$ cat src/hw/rtl/mrpt_pkg.sv
`timescale 1ns / 1ps
`default_nettype none

package mrpt_pkg;

   // Port width of the candidate and width of the arithmetic
   localparam int CAND_WIDTH = 62;
   localparam int NUM_WIDTH  = 62;

   // Witness bases
   localparam int BASE_COUNT = 7;
   localparam int IDX_WIDTH  = $clog2(BASE_COUNT + 1);
   localparam int BASE_WIDTH = 5;

   // Counts of factors of two in candidate - 1
   localparam int CNT_WIDTH = $clog2(NUM_WIDTH);

   typedef logic [NUM_WIDTH-1:0] num_type;

   typedef enum logic [10:0] {
      ST_IDLE     = 11'b000_0000_0001,
      ST_SPLIT    = 11'b000_0000_0010,
      ST_BASE     = 11'b000_0000_0100,
      ST_POW_BIT  = 11'b000_0000_1000,
      ST_MUL_X    = 11'b000_0001_0000,
      ST_POW_SQR  = 11'b000_0010_0000,
      ST_MUL_B    = 11'b000_0100_0000,
      ST_CHECK    = 11'b000_1000_0000,
      ST_SQR_TEST = 11'b001_0000_0000,
      ST_MUL_R    = 11'b010_0000_0000,
      ST_DONE     = 11'b100_0000_0000
   } state_type;

   // Witness base by index; past the last base it reads as zero
   function automatic logic [BASE_WIDTH-1:0] witness_base(input logic [IDX_WIDTH-1:0] idx);
      logic [BASE_WIDTH-1:0] b;
      unique case (idx)
         IDX_WIDTH'(0): b = BASE_WIDTH'(2);
         IDX_WIDTH'(1): b = BASE_WIDTH'(3);
         IDX_WIDTH'(2): b = BASE_WIDTH'(5);
         IDX_WIDTH'(3): b = BASE_WIDTH'(7);
         IDX_WIDTH'(4): b = BASE_WIDTH'(11);
         IDX_WIDTH'(5): b = BASE_WIDTH'(13);
         IDX_WIDTH'(6): b = BASE_WIDTH'(17);
         default:       b = '0;
      endcase
      return b;
   endfunction

endpackage

`default_nettype wire

$ cat src/hw/rtl/miller_rabin_prime_test_unit.sv
`timescale 1ns / 1ps
`default_nettype none
// Miller-Rabin strong probable-prime test of one unsigned number.
// Request channel: req_candidate with req_valid / req_stall. The low NUM_WIDTH
// bits are tested; higher bits are ignored. req_stall is high whenever a
// request is in work or its response is waiting, so one request at a time.
// Response channel: rsp_prime_flag with rsp_valid / rsp_stall. The flag is 1
// when the number passes bases 2, 3, 5, 7, 11, 13 and 17 (bases not below the
// number are skipped); exact below 341550071728321.
// 0, 1, 2 and even numbers answer in the cycle after acceptance. Odd numbers
// are first split as n - 1 = d * 2^s by repeated halving of d, then per base
// take one modular power over the bits of d plus up to s - 1 squarings. Each
// modular multiply handles each bit of its multiplier as an add step and a
// double step, since one add-and-reduce adder serves both the add and the double
// of every bit. A 62-bit candidate whose d is all ones takes up to 7 * 122
// multiplies; typical smaller numbers take far fewer.
// Reset (synchronous, active high) returns the sequencer to idle and drops any
// request in work. While rsp_stall is high the response and its flag hold, and
// no new request is taken until the response is accepted.
module miller_rabin_prime_test_unit (
   input  wire logic                          clock,
   input  wire logic                          reset,
   input  wire logic                          req_valid,
   output logic                               req_stall,
   input  wire logic [mrpt_pkg::CAND_WIDTH-1:0] req_candidate,
   output logic                               rsp_valid,
   input  wire logic                          rsp_stall,
   output logic                               rsp_prime_flag
);

   localparam int NW = mrpt_pkg::NUM_WIDTH;
   localparam int CW = mrpt_pkg::CNT_WIDTH;
   localparam int IW = mrpt_pkg::IDX_WIDTH;
   localparam int BW = mrpt_pkg::BASE_WIDTH;

   mrpt_pkg::state_type state_ff, state_in;

   mrpt_pkg::num_type n_ff, n_in;
   mrpt_pkg::num_type d_ff, d_in;
   mrpt_pkg::num_type x_ff, x_in;
   mrpt_pkg::num_type b_ff, b_in;
   mrpt_pkg::num_type e_ff, e_in;
   logic [CW-1:0]     s_ff, s_in;
   logic [CW-1:0]     r_ff, r_in;
   logic [IW-1:0]     idx_ff, idx_in;
   logic              flag_ff, flag_in;

   mrpt_pkg::num_type mul_acc_ff, mul_acc_in;
   mrpt_pkg::num_type mul_x_ff, mul_x_in;
   mrpt_pkg::num_type mul_y_ff, mul_y_in;
   logic              mul_phase_ff, mul_phase_in;

   mrpt_pkg::num_type cand;
   mrpt_pkg::num_type nm1;
   mrpt_pkg::num_type base_ext;
   mrpt_pkg::num_type add_a;
   mrpt_pkg::num_type add_result;
   logic [NW:0]       add_sum;
   logic [NW+1:0]     add_diff;
   logic              base_done;
   logic              sqr_last;
   logic              mul_active;
   logic              mul_done;

   assign cand     = req_candidate[NW-1:0];
   assign nm1      = {n_ff[NW-1:1], 1'b0};
   assign base_ext = {{(NW - BW){1'b0}}, mrpt_pkg::witness_base(idx_ff)};
   assign base_done = (idx_ff == IW'(mrpt_pkg::BASE_COUNT)) || (base_ext >= n_ff);
   assign sqr_last  = (CW'(r_ff + CW'(1)) == s_ff);

   // Shared add-and-reduce: phase 0 adds x into acc, phase 1 doubles x
   assign add_a      = mul_phase_ff ? mul_x_ff : mul_acc_ff;
   assign add_sum    = {1'b0, add_a} + {1'b0, mul_x_ff};
   assign add_diff   = {1'b0, add_sum} - {2'b00, n_ff};
   assign add_result = add_diff[NW+1] ? add_sum[NW-1:0] : add_diff[NW-1:0];

   assign mul_active = (state_ff == mrpt_pkg::ST_MUL_X) || (state_ff == mrpt_pkg::ST_MUL_B) ||
                       (state_ff == mrpt_pkg::ST_MUL_R);
   assign mul_done   = !mul_phase_ff && (mul_y_ff == '0);

   // Sequencer and datapath next values
   always_comb begin
      state_in     = state_ff;
      n_in         = n_ff;
      d_in         = d_ff;
      x_in         = x_ff;
      b_in         = b_ff;
      e_in         = e_ff;
      s_in         = s_ff;
      r_in         = r_ff;
      idx_in       = idx_ff;
      flag_in      = flag_ff;
      mul_acc_in   = mul_acc_ff;
      mul_x_in     = mul_x_ff;
      mul_y_in     = mul_y_ff;
      mul_phase_in = mul_phase_ff;

      // Advance the modular multiply by one half-step
      if (mul_active && !mul_done) begin
         if (!mul_phase_ff) begin
            if (mul_y_ff[0]) begin
               mul_acc_in = add_result;
            end
            mul_phase_in = 1'b1;
         end else begin
            mul_x_in     = add_result;
            mul_y_in     = {1'b0, mul_y_ff[NW-1:1]};
            mul_phase_in = 1'b0;
         end
      end

      unique case (state_ff)
         mrpt_pkg::ST_IDLE: begin
            if (req_valid) begin
               n_in = cand;
               priority if (cand == NW'(2)) begin
                  flag_in  = 1'b1;
                  state_in = mrpt_pkg::ST_DONE;
               end else if ((cand[NW-1:1] == '0) || !cand[0]) begin
                  flag_in  = 1'b0;
                  state_in = mrpt_pkg::ST_DONE;
               end else begin
                  d_in     = {1'b0, cand[NW-1:1]};
                  s_in     = CW'(1);
                  state_in = mrpt_pkg::ST_SPLIT;
               end
            end
         end
         mrpt_pkg::ST_SPLIT: begin
            if (!d_ff[0]) begin
               d_in = {1'b0, d_ff[NW-1:1]};
               s_in = CW'(s_ff + CW'(1));
            end else begin
               idx_in   = '0;
               state_in = mrpt_pkg::ST_BASE;
            end
         end
         mrpt_pkg::ST_BASE: begin
            if (base_done) begin
               flag_in  = 1'b1;
               state_in = mrpt_pkg::ST_DONE;
            end else begin
               x_in     = NW'(1);
               b_in     = base_ext;
               e_in     = d_ff;
               state_in = mrpt_pkg::ST_POW_BIT;
            end
         end
         mrpt_pkg::ST_POW_BIT: begin
            priority if (e_ff == '0) begin
               state_in = mrpt_pkg::ST_CHECK;
            end else if (e_ff[0]) begin
               mul_acc_in   = '0;
               mul_x_in     = x_ff;
               mul_y_in     = b_ff;
               mul_phase_in = 1'b0;
               state_in     = mrpt_pkg::ST_MUL_X;
            end else begin
               state_in = mrpt_pkg::ST_POW_SQR;
            end
         end
         mrpt_pkg::ST_MUL_X: begin
            if (mul_done) begin
               x_in     = mul_acc_ff;
               state_in = mrpt_pkg::ST_POW_SQR;
            end
         end
         mrpt_pkg::ST_POW_SQR: begin
            mul_acc_in   = '0;
            mul_x_in     = b_ff;
            mul_y_in     = b_ff;
            mul_phase_in = 1'b0;
            state_in     = mrpt_pkg::ST_MUL_B;
         end
         mrpt_pkg::ST_MUL_B: begin
            if (mul_done) begin
               b_in     = mul_acc_ff;
               e_in     = {1'b0, e_ff[NW-1:1]};
               state_in = mrpt_pkg::ST_POW_BIT;
            end
         end
         mrpt_pkg::ST_CHECK: begin
            if (x_ff == NW'(1)) begin
               idx_in   = IW'(idx_ff + IW'(1));
               state_in = mrpt_pkg::ST_BASE;
            end else begin
               r_in     = '0;
               state_in = mrpt_pkg::ST_SQR_TEST;
            end
         end
         mrpt_pkg::ST_SQR_TEST: begin
            priority if (x_ff == nm1) begin
               idx_in   = IW'(idx_ff + IW'(1));
               state_in = mrpt_pkg::ST_BASE;
            end else if (sqr_last) begin
               flag_in  = 1'b0;
               state_in = mrpt_pkg::ST_DONE;
            end else begin
               mul_acc_in   = '0;
               mul_x_in     = x_ff;
               mul_y_in     = x_ff;
               mul_phase_in = 1'b0;
               state_in     = mrpt_pkg::ST_MUL_R;
            end
         end
         mrpt_pkg::ST_MUL_R: begin
            if (mul_done) begin
               x_in     = mul_acc_ff;
               r_in     = CW'(r_ff + CW'(1));
               state_in = mrpt_pkg::ST_SQR_TEST;
            end
         end
         mrpt_pkg::ST_DONE: begin
            if (!rsp_stall) begin
               state_in = mrpt_pkg::ST_IDLE;
            end
         end
         default: begin
            state_in = mrpt_pkg::ST_IDLE;
         end
      endcase
   end

   // Return control state to idle under reset
   always_ff @(posedge clock) begin
      if (reset) begin
         state_ff <= mrpt_pkg::ST_IDLE;
      end else begin
         state_ff <= state_in;
      end
   end

   // Advance datapath registers
   always_ff @(posedge clock) begin
      n_ff         <= n_in;
      d_ff         <= d_in;
      x_ff         <= x_in;
      b_ff         <= b_in;
      e_ff         <= e_in;
      s_ff         <= s_in;
      r_ff         <= r_in;
      idx_ff       <= idx_in;
      flag_ff      <= flag_in;
      mul_acc_ff   <= mul_acc_in;
      mul_x_ff     <= mul_x_in;
      mul_y_ff     <= mul_y_in;
      mul_phase_ff <= mul_phase_in;
   end

   assign req_stall      = (state_ff != mrpt_pkg::ST_IDLE);
   assign rsp_valid      = (state_ff == mrpt_pkg::ST_DONE);
   assign rsp_prime_flag = flag_ff;

endmodule

`default_nettype wire

$ cat config.mk
export PLATFORM = sky130hd
export DESIGN_NAME = miller_rabin_prime_test_unit
export DESIGN_NICKNAME = d
export VERILOG_FILES = /design/src/hw/rtl/mrpt_pkg.sv /design/src/hw/rtl/miller_rabin_prime_test_unit.sv
export SDC_FILE = /design/constraint.sdc
export NUM_CORES = 1
export LEC_CHECK = 0
export BUFFER_PORTS_ARGS = -buffer_cell sky130_fd_sc_hd__buf_2
export CAP_MARGIN = 10
export CELL_PAD_IN_SITES_DETAIL_PLACEMENT = 1
export CELL_PAD_IN_SITES_GLOBAL_PLACEMENT = 2
export CORE_MARGIN = 2
export CORE_UTILIZATION = 37
export DETAILED_ROUTE_END_ITERATION = 10
export GPL_TIMING_DRIVEN = 0
export HOLD_SLACK_MARGIN = 0.1
export PLACE_DENSITY_LB_ADDON = 0.25
export SLEW_MARGIN = 0
export SYNTH_ARGS = -nofsm -noshare
export SYNTH_HDL_FRONTEND = slang
export SYNTH_SLANG_ARGS = --single-unit
$ cat constraint.sdc
create_clock -name clock -period 6.3 [get_ports clock]
set_input_delay 0.945 -clock clock [delete_from_list [all_inputs] [get_ports clock]]
set_output_delay 0.945 -clock clock [all_outputs]
set_load 0.01 [all_outputs]
# After elaboration in Yosys (flattened, before gate mapping)
# Index checks and enable logic that the tools add are counted.
dict set report word_totals {
  wordCells 170
  input_bits 66
  ff_bits 524
}
dict set report op_classes {
  n_mux 79
  order_cmp 1
  addsub 5
  n_reduce_logical 29
  eq_ne 41
}
# op n
set op_table {}
lappend op_table {{two-way mux 62 bit} 30}
lappend op_table {{case mux 62 bit (3 select lines)} 3}
lappend op_table {{case mux 62 bit (2 select lines)} 4}
lappend op_table {{logical NOT 62 bit} 2}
lappend op_table {{two-way mux 11 bit} 11}
lappend op_table {{case mux 11 bit (11 select lines)} 1}
lappend op_table {{subtractor 63 x 62 -> 64 bit} 1}
lappend op_table {{adder 62 x 62 -> 63 bit} 1}
lappend op_table {{== test 62 x 1 -> 1 bit, second input constant} 1}
lappend op_table {{== test 62 x 2 -> 1 bit, second input constant} 1}
lappend op_table {{== test 62 bit} 1}
lappend op_table {{>= comparator 5 x 62 -> 1 bit} 1}
lappend op_table {{logical NOT 61 bit} 1}
lappend op_table {{two-way mux 6 bit} 7}
lappend op_table {{case mux 5 bit (7 select lines)} 1}
lappend op_table {{inequality test 2 bit, second input constant} 16}
lappend op_table {{case mux 6 bit (2 select lines)} 2}
lappend op_table {{adder 6 x 1 -> 6 bit, second input constant} 2}
lappend op_table {{== test 3 bit, second input constant} 4}
lappend op_table {{two-way mux 1 bit} 12}
lappend op_table {{AND reduction 6 bit} 2}
lappend op_table {{== test 11 x 1 -> 1 bit, second input constant} 1}
lappend op_table {{== test 11 x 10 -> 1 bit, second input constant} 1}
lappend op_table {{== test 11 bit, second input constant} 1}
lappend op_table {{other kinds (31)} 48}

# Depth between registers and ports, before layout
dict set report logic_depth {
  word_depth 10
  mapped_depth 31
  mapped_depth_nobuf 25
}

# Worst setup path before layout
# Ideal clock, no wire load.
dict set report synth_path {
  kind {reg-to-reg}
  start {register mul_phase_ff}
  end {register mul_x_ff[8]}
  slack_ns 0.003
  arrival_time_ns 6.176
  path_stages_with_launch 28
  n_path_buf 6
  cell_sequence {dfxtp_1 -> clkbuf_1 -> clkbuf_1 -> mux2_2 -> ha_1 -> clkbuf_1 -> a21oi_1 -> o21ai_0 -> or3_1 -> o21ba_2 -> o221ai_1 -> nor3_1 -> a41oi_1 -> nand2_1 -> ha_1 -> clkbuf_1 -> nand4_1 -> or3_1 -> or2_2 -> o221ai_1 -> a21oi_2 -> a211o_1 -> buf_6 -> nand2_8 -> buf_6 -> mux2i_1 -> a211oi_1 -> a221o_1}
}
dict set report synth_via {
  elab_chain_cells 9
  elab_cells_between_ends 15
  classes_between {2 x add/sub; 9 x mux; 4 x reduce/logical}
}
# item line
set synth_rtl {}
lappend synth_rtl {{start, declared} miller_rabin_prime_test_unit.sv:51} ;# logic mul_phase_ff, mul_phase_in;
lappend synth_rtl {{start signal, assigned} miller_rabin_prime_test_unit.sv:247} ;# mul_phase_ff <= mul_phase_in;
lappend synth_rtl {{two-way mux 62 bit} miller_rabin_prime_test_unit.sv:72} ;# assign add_a = mul_phase_ff ? mul_x_ff : mul_acc_ff;
lappend synth_rtl {{adder 62 x 62 -> 63 bit} miller_rabin_prime_test_unit.sv:73} ;# assign add_sum = {1'b0, add_a} + {1'b0, mul_x_ff};
lappend synth_rtl {{subtractor 63 x 62 -> 64 bit} miller_rabin_prime_test_unit.sv:74} ;# assign add_diff = {1'b0, add_sum} - {2'b00, n_ff};
lappend synth_rtl {{two-way mux 62 bit} miller_rabin_prime_test_unit.sv:75} ;# assign add_result = add_diff[NW+1] ? add_sum[NW-1:0] : add_diff[NW-1:0];
lappend synth_rtl {{two-way mux 62 bit} miller_rabin_prime_test_unit.sv:100} ;# if (!mul_phase_ff) begin
lappend synth_rtl {{two-way mux 62 bit (*)} miller_rabin_prime_test_unit.sv:99} ;# if (mul_active && !mul_done) begin
lappend synth_rtl {{two-way mux 62 bit, on equally long branches} {miller_rabin_prime_test_unit.sv:195, miller_rabin_prime_test_unit.sv:152}}
lappend synth_rtl {{two-way mux 62 bit, on equally long branches} {miller_rabin_prime_test_unit.sv:192, miller_rabin_prime_test_unit.sv:150}}
lappend synth_rtl {{case mux 62 bit (3 select lines) (*)} miller_rabin_prime_test_unit.sv:112} ;# unique case (state_ff)
lappend synth_rtl {{via mul_x_in[8]} miller_rabin_prime_test_unit.sv:49} ;# mrpt_pkg::num_type mul_x_ff, mul_x_in;
lappend synth_rtl {{end signal, assigned} miller_rabin_prime_test_unit.sv:245} ;# mul_x_ff <= mul_x_in;
lappend synth_rtl {{end, declared} miller_rabin_prime_test_unit.sv:49}
# The timed path passes the listed nets; every way through them passes the cells marked *.
# A chain may end at the register's enable or synchronous reset.

# Final worst setup path
dict set report layout_path {
  start {register mul_phase_ff}
  end {register mul_x_ff[29]}
}
# The elaborated chain is that of the path after synthesis.

==> flow_results.org <==
** STA
- Total count of max-transition violations in the final report :: 0
- Final hold violation count :: 0
- Static timing analysis puts the maximum clock frequency at 157 MHz.
- Share of the clock period used by the worst path after layout :: 1.01
- After layout, the worst setup slack is -66.7 ps.
- Pin slew with the least headroom to its limit :: 1360 ps
- Across the routed clock network, the largest skew measured is 45.8 ps.
- Counting I/O delays and the setup requirement, the final critical path takes 6370 ps.
- Relative max-transition margin :: 0.0877
- Endpoints failing setup :: 7
- RSZ-0062 raised after global routing :: yes
- Hold is met by 439 ps.

** Pwr
- IR Drop Worst-Case VDD :: 240 uV
- Total power draw :: 8.69 mW
- Switching share of power :: 0.286
- Portion of total power attributed to combinational logic :: 0.134
- The internal power of the cells totals 6.21 mW.
- Net switching component of the power :: 2.48 mW
- Pwr per Cell Area :: 222 nW/um^2
- Leakage :: 15.1 nW
- The share of total power dissipated in sequential elements is 0.468.
- Relative contribution of the clock network to total power :: 0.398

** Floorplan
- Die width :: 300 um
- The total area inside the core boundary comes to 86800 um^2.
- In this run the count of I/O pins placed on the die edge is 69.
- After floorplanning, the core was divided into 108 placement rows.
- Die ar. :: 89800 um^2
- For this configuration, the core starts out at a cell density of 0.373.
- The die is 300 um tall.

** Synthesis
- In this run, synthesis inferred 324 flip-flops with an integrated enable.
- The synthesized design contains 522 register bits.
- Among all flip-flop cells after synthesis, the most frequent one is sky130_fd_sc_hd__edfxtp_1.
- Count of different cell masters after synthesis :: 99
- Async set-or-reset flop fraction in the synthesized netlist :: 0
- After synthesis the cells add up to 32300 um^2.
- Per-instance average area after synthesis :: 9.16 um^2
- For this run, the number of Yosys warnings is 0.
- Portion of the post-synthesis area used by sequential elements :: 0.423
- The number of nets handed over by synthesis was 3736.
- In the synthesized netlist, the number of instances is 3532.

** Global route
- The number of global-route vias before repair came to 29.1k.
- Antenna violations before repair :: 2
- Largest net degree at the start of global routing :: 66
- The first global-routing pass estimated 206 mm of wire.
- For this run, the total global-route usage over all layers was measured as 0.313.
- Total overflow reported by the global router :: 0

** Clock network
- Clock latency on the worst-skew pair, taken at its later pin, is 670 ps.
- CTS tree :: done
- Clock tree root buffer cell :: sky130_fd_sc_hd__clkbuf_16
- # H-tree levels :: 2
- Clock tree synthesis inserted a total of 57 buffers.
- CTS Sinks :: 522
- After clock tree synthesis, the clock-pin slew on the worst setup and hold paths is 70 ps.
- The clock passes through at most 3 buffers.
- Hold buffer count at cts :: 0

** Critical path
- The critical path is of the register to register type.
- Worst EP required :: 6840 ps
- Crit path capture type :: register
- Largest driver fanout on the critical path :: 8
- STA classifies the critical path startpoint as a register.
- The most critical setup path has its startpoint at mul_phase_ff.
- Reg-to-reg startpoint :: mul_phase_ff
- STA puts the critical path data arrival time at 6900 ps.

** Layout
- Number of nets at the end of the flow :: 3938
- Final core utilization :: 0.450
- The number of antenna diodes in the final layout is 0.
- Final non-filler cell total :: 4938
- Layout cells sized above 1 :: 0.173
- Signed area change from the synthesized netlist to the final layout :: 20.8%

** Detailed routing
- In the routed design, unresolved DRC markers number 0.
- Routed len/inst :: 29.3 um
- Starting DRT DRC Count :: 2331
- The routed design has 145 mm of wire.
- Initial DRT Pass Iterations :: 5
- Routed via count :: 29.2k
- Antenna viol nets, final :: 0
- Via/cell ratio :: 5.92

** Worst hold path
- Origin of the worst min-delay path :: reset
- The tightest min-delay check is of the primary input to register type.

** Place
- Half-perimeter wire length of the detailed placement result :: 114 mm
- During placement, the flow inserted port buffers numbering 68.
- Pre-CTS setup slack :: -3000 ps
- The congestion estimate from routability-driven global placement came to 0.938.
- Placed Instances :: 4765

** Job
- Max-cap violations in this run came to 0.

** Run status
- Violations in the final reports :: setup timing
- The flow ran to the end, but the final reports show violations.
-- critical path: stages, from the launching register on --
cell and delay, ps:
sky130_fd_sc_hd__dfxtp_4 490, sky130_fd_sc_hd__clkbuf_16 190, sky130_fd_sc_hd__mux2_2 350, sky130_fd_sc_hd__ha_4 260, sky130_fd_sc_hd__a21oi_4 130, sky130_fd_sc_hd__o211ai_1 170, sky130_fd_sc_hd__buf_4 200, sky130_fd_sc_hd__a21oi_2 150
sky130_fd_sc_hd__nand3_2 90, sky130_fd_sc_hd__or2_4 260, sky130_fd_sc_hd__a31oi_4 240, sky130_fd_sc_hd__o21ai_2 100, sky130_fd_sc_hd__xor2_2 210, sky130_fd_sc_hd__ha_4 310, sky130_fd_sc_hd__nand2_4 60, sky130_fd_sc_hd__or3_4 420
sky130_fd_sc_hd__a2111o_1 460, sky130_fd_sc_hd__a31oi_4 320, sky130_fd_sc_hd__a21oi_4 110, sky130_fd_sc_hd__a211o_1 340, sky130_fd_sc_hd__buf_12 150, sky130_fd_sc_hd__nand2_8 130, sky130_fd_sc_hd__buf_12 130, sky130_fd_sc_hd__buf_16 140
sky130_fd_sc_hd__mux2i_4 370, sky130_fd_sc_hd__a211oi_2 120, sky130_fd_sc_hd__a221o_1 300
-- kinds of logic after synthesis --
group | synth area share
xor+xnor | 0.0482
fa+ha+maj | 0.0539
compound gates | 0.183
buf+inv | 0.0381
mux | 0.0535
simple gates | 0.200
flops | 0.423
-- flip-flops by register name (all words and copies together) (netlist names), 3 cells and up --
| name | flops |
|---|---|
| mul_acc_ff | 62 |
| s_ff | 6 |
| mul_y_ff | 62 |
| d_ff | 61 |
| idx_ff | 3 |
| e_ff | 61 |
| b_ff | 62 |
| n_ff | 62 |
| mul_x_ff | 62 |
| r_ff | 6 |
| state_ff | 11 |
| x_ff | 62 |
-- through the flow --
stage / setup TNS, ps / area (um^2)
2_1_floorplan: 0 / 32300
6_report: -164 / 39100
5_1_grt: -3640 / 39100
4_1_cts: 0 / 38100
3_3_place_gp: -815440 / 34100
3_5_place_dp: -315370 / 34400
-- layer usage --
layer / part of all wire / global-route usage / routed length (um) / up-vias
li1: - / - / - / 13308
met1: 0.43 / 0.425 / 61700 / 14599
met2: 0.45 / 0.501 / 65100 / 1081
met3: 0.074 / 0.0433 / 10700 / 260
met4: 0.049 / 0.126 / 7010 / 0
met5: 0 / 0 / 0 / -
-- synthesized netlist by cell type, drive strengths merged, types with 79 or more instances --
library cell    n  area share
clkbuf        143       0.017
o21ai         196       0.030
nor2          263       0.031
edfxtp        324        0.30
inv           107       0.012
nor4           95       0.019
and2          142       0.028
nand2         517       0.061
xor2           79       0.021
mux2i          94       0.029
ha            136       0.053
xnor2          99       0.027
dfxtp         198        0.12
a21oi         298       0.047
-- power by group through the flow --
stage	Clock, mW	Sequential, mW	Combinational (mW)
after floorplan	0	4.02	0.680
after global placement	0	4.15	0.985
after detailed placement	0	4.13	1.03
after CTS	3.47	4.06	1.11
after global routing	3.60	4.07	1.27
final	3.46	4.07	1.17
-- cell type report --
cell class                      count  area (um^2)
Tap cell                         1155         1450
Clock inverter                     24          269
Buffer                            165          877
Clock buffer                       84         1610
Inverter                          107          402
Sequential cell                   522        13700
Timing Repair Buffer              170         1290
Multi-Input combinational cell   2711        19500
Fill cell                        9877        47700
-- layout by cell type, fill, tap and decap left out, types with 63 or more instances in the layout --
master                       n
sky130_fd_sc_hd__mux2_2     68
sky130_fd_sc_hd__and2_1    141
sky130_fd_sc_hd__a21oi_1   258
sky130_fd_sc_hd__nor4_1     89
sky130_fd_sc_hd__buf_4      92
sky130_fd_sc_hd__nand3b_1   63
sky130_fd_sc_hd__inv_1     106
sky130_fd_sc_hd__o21ai_0   170
sky130_fd_sc_hd__clkbuf_1  131
sky130_fd_sc_hd__nor2_1    252
sky130_fd_sc_hd__dfxtp_1   197
sky130_fd_sc_hd__xnor2_1    80
sky130_fd_sc_hd__nand2_1   509
sky130_fd_sc_hd__xor2_1     73
sky130_fd_sc_hd__edfxtp_1  324
sky130_fd_sc_hd__buf_2      81
sky130_fd_sc_hd__a21o_1     73
sky130_fd_sc_hd__ha_1       74
-- worst paths after layout --
kind	cells past startpoint	slack [ps]	endpoint
worst max register to register	26	-70	mul_x_ff[29]
worst min register to register	2	480	mul_y_ff[61]
worst min-delay path	2	440	state_ff[1]
worst max-delay path	26	-70	mul_x_ff[29]
-- what timing repair did --
| action | in CTS | in global routing |
|---|---|---|
| buffers inserted | 53 | 37 |
| cloned | 2 | 2 |
| resized for setup | 288 | 136 |
| setup endpoints to repair | 124 | 118 |
| pin swaps | 56 | 75 |
Note: power is estimated with default switching activity, not from simulation.
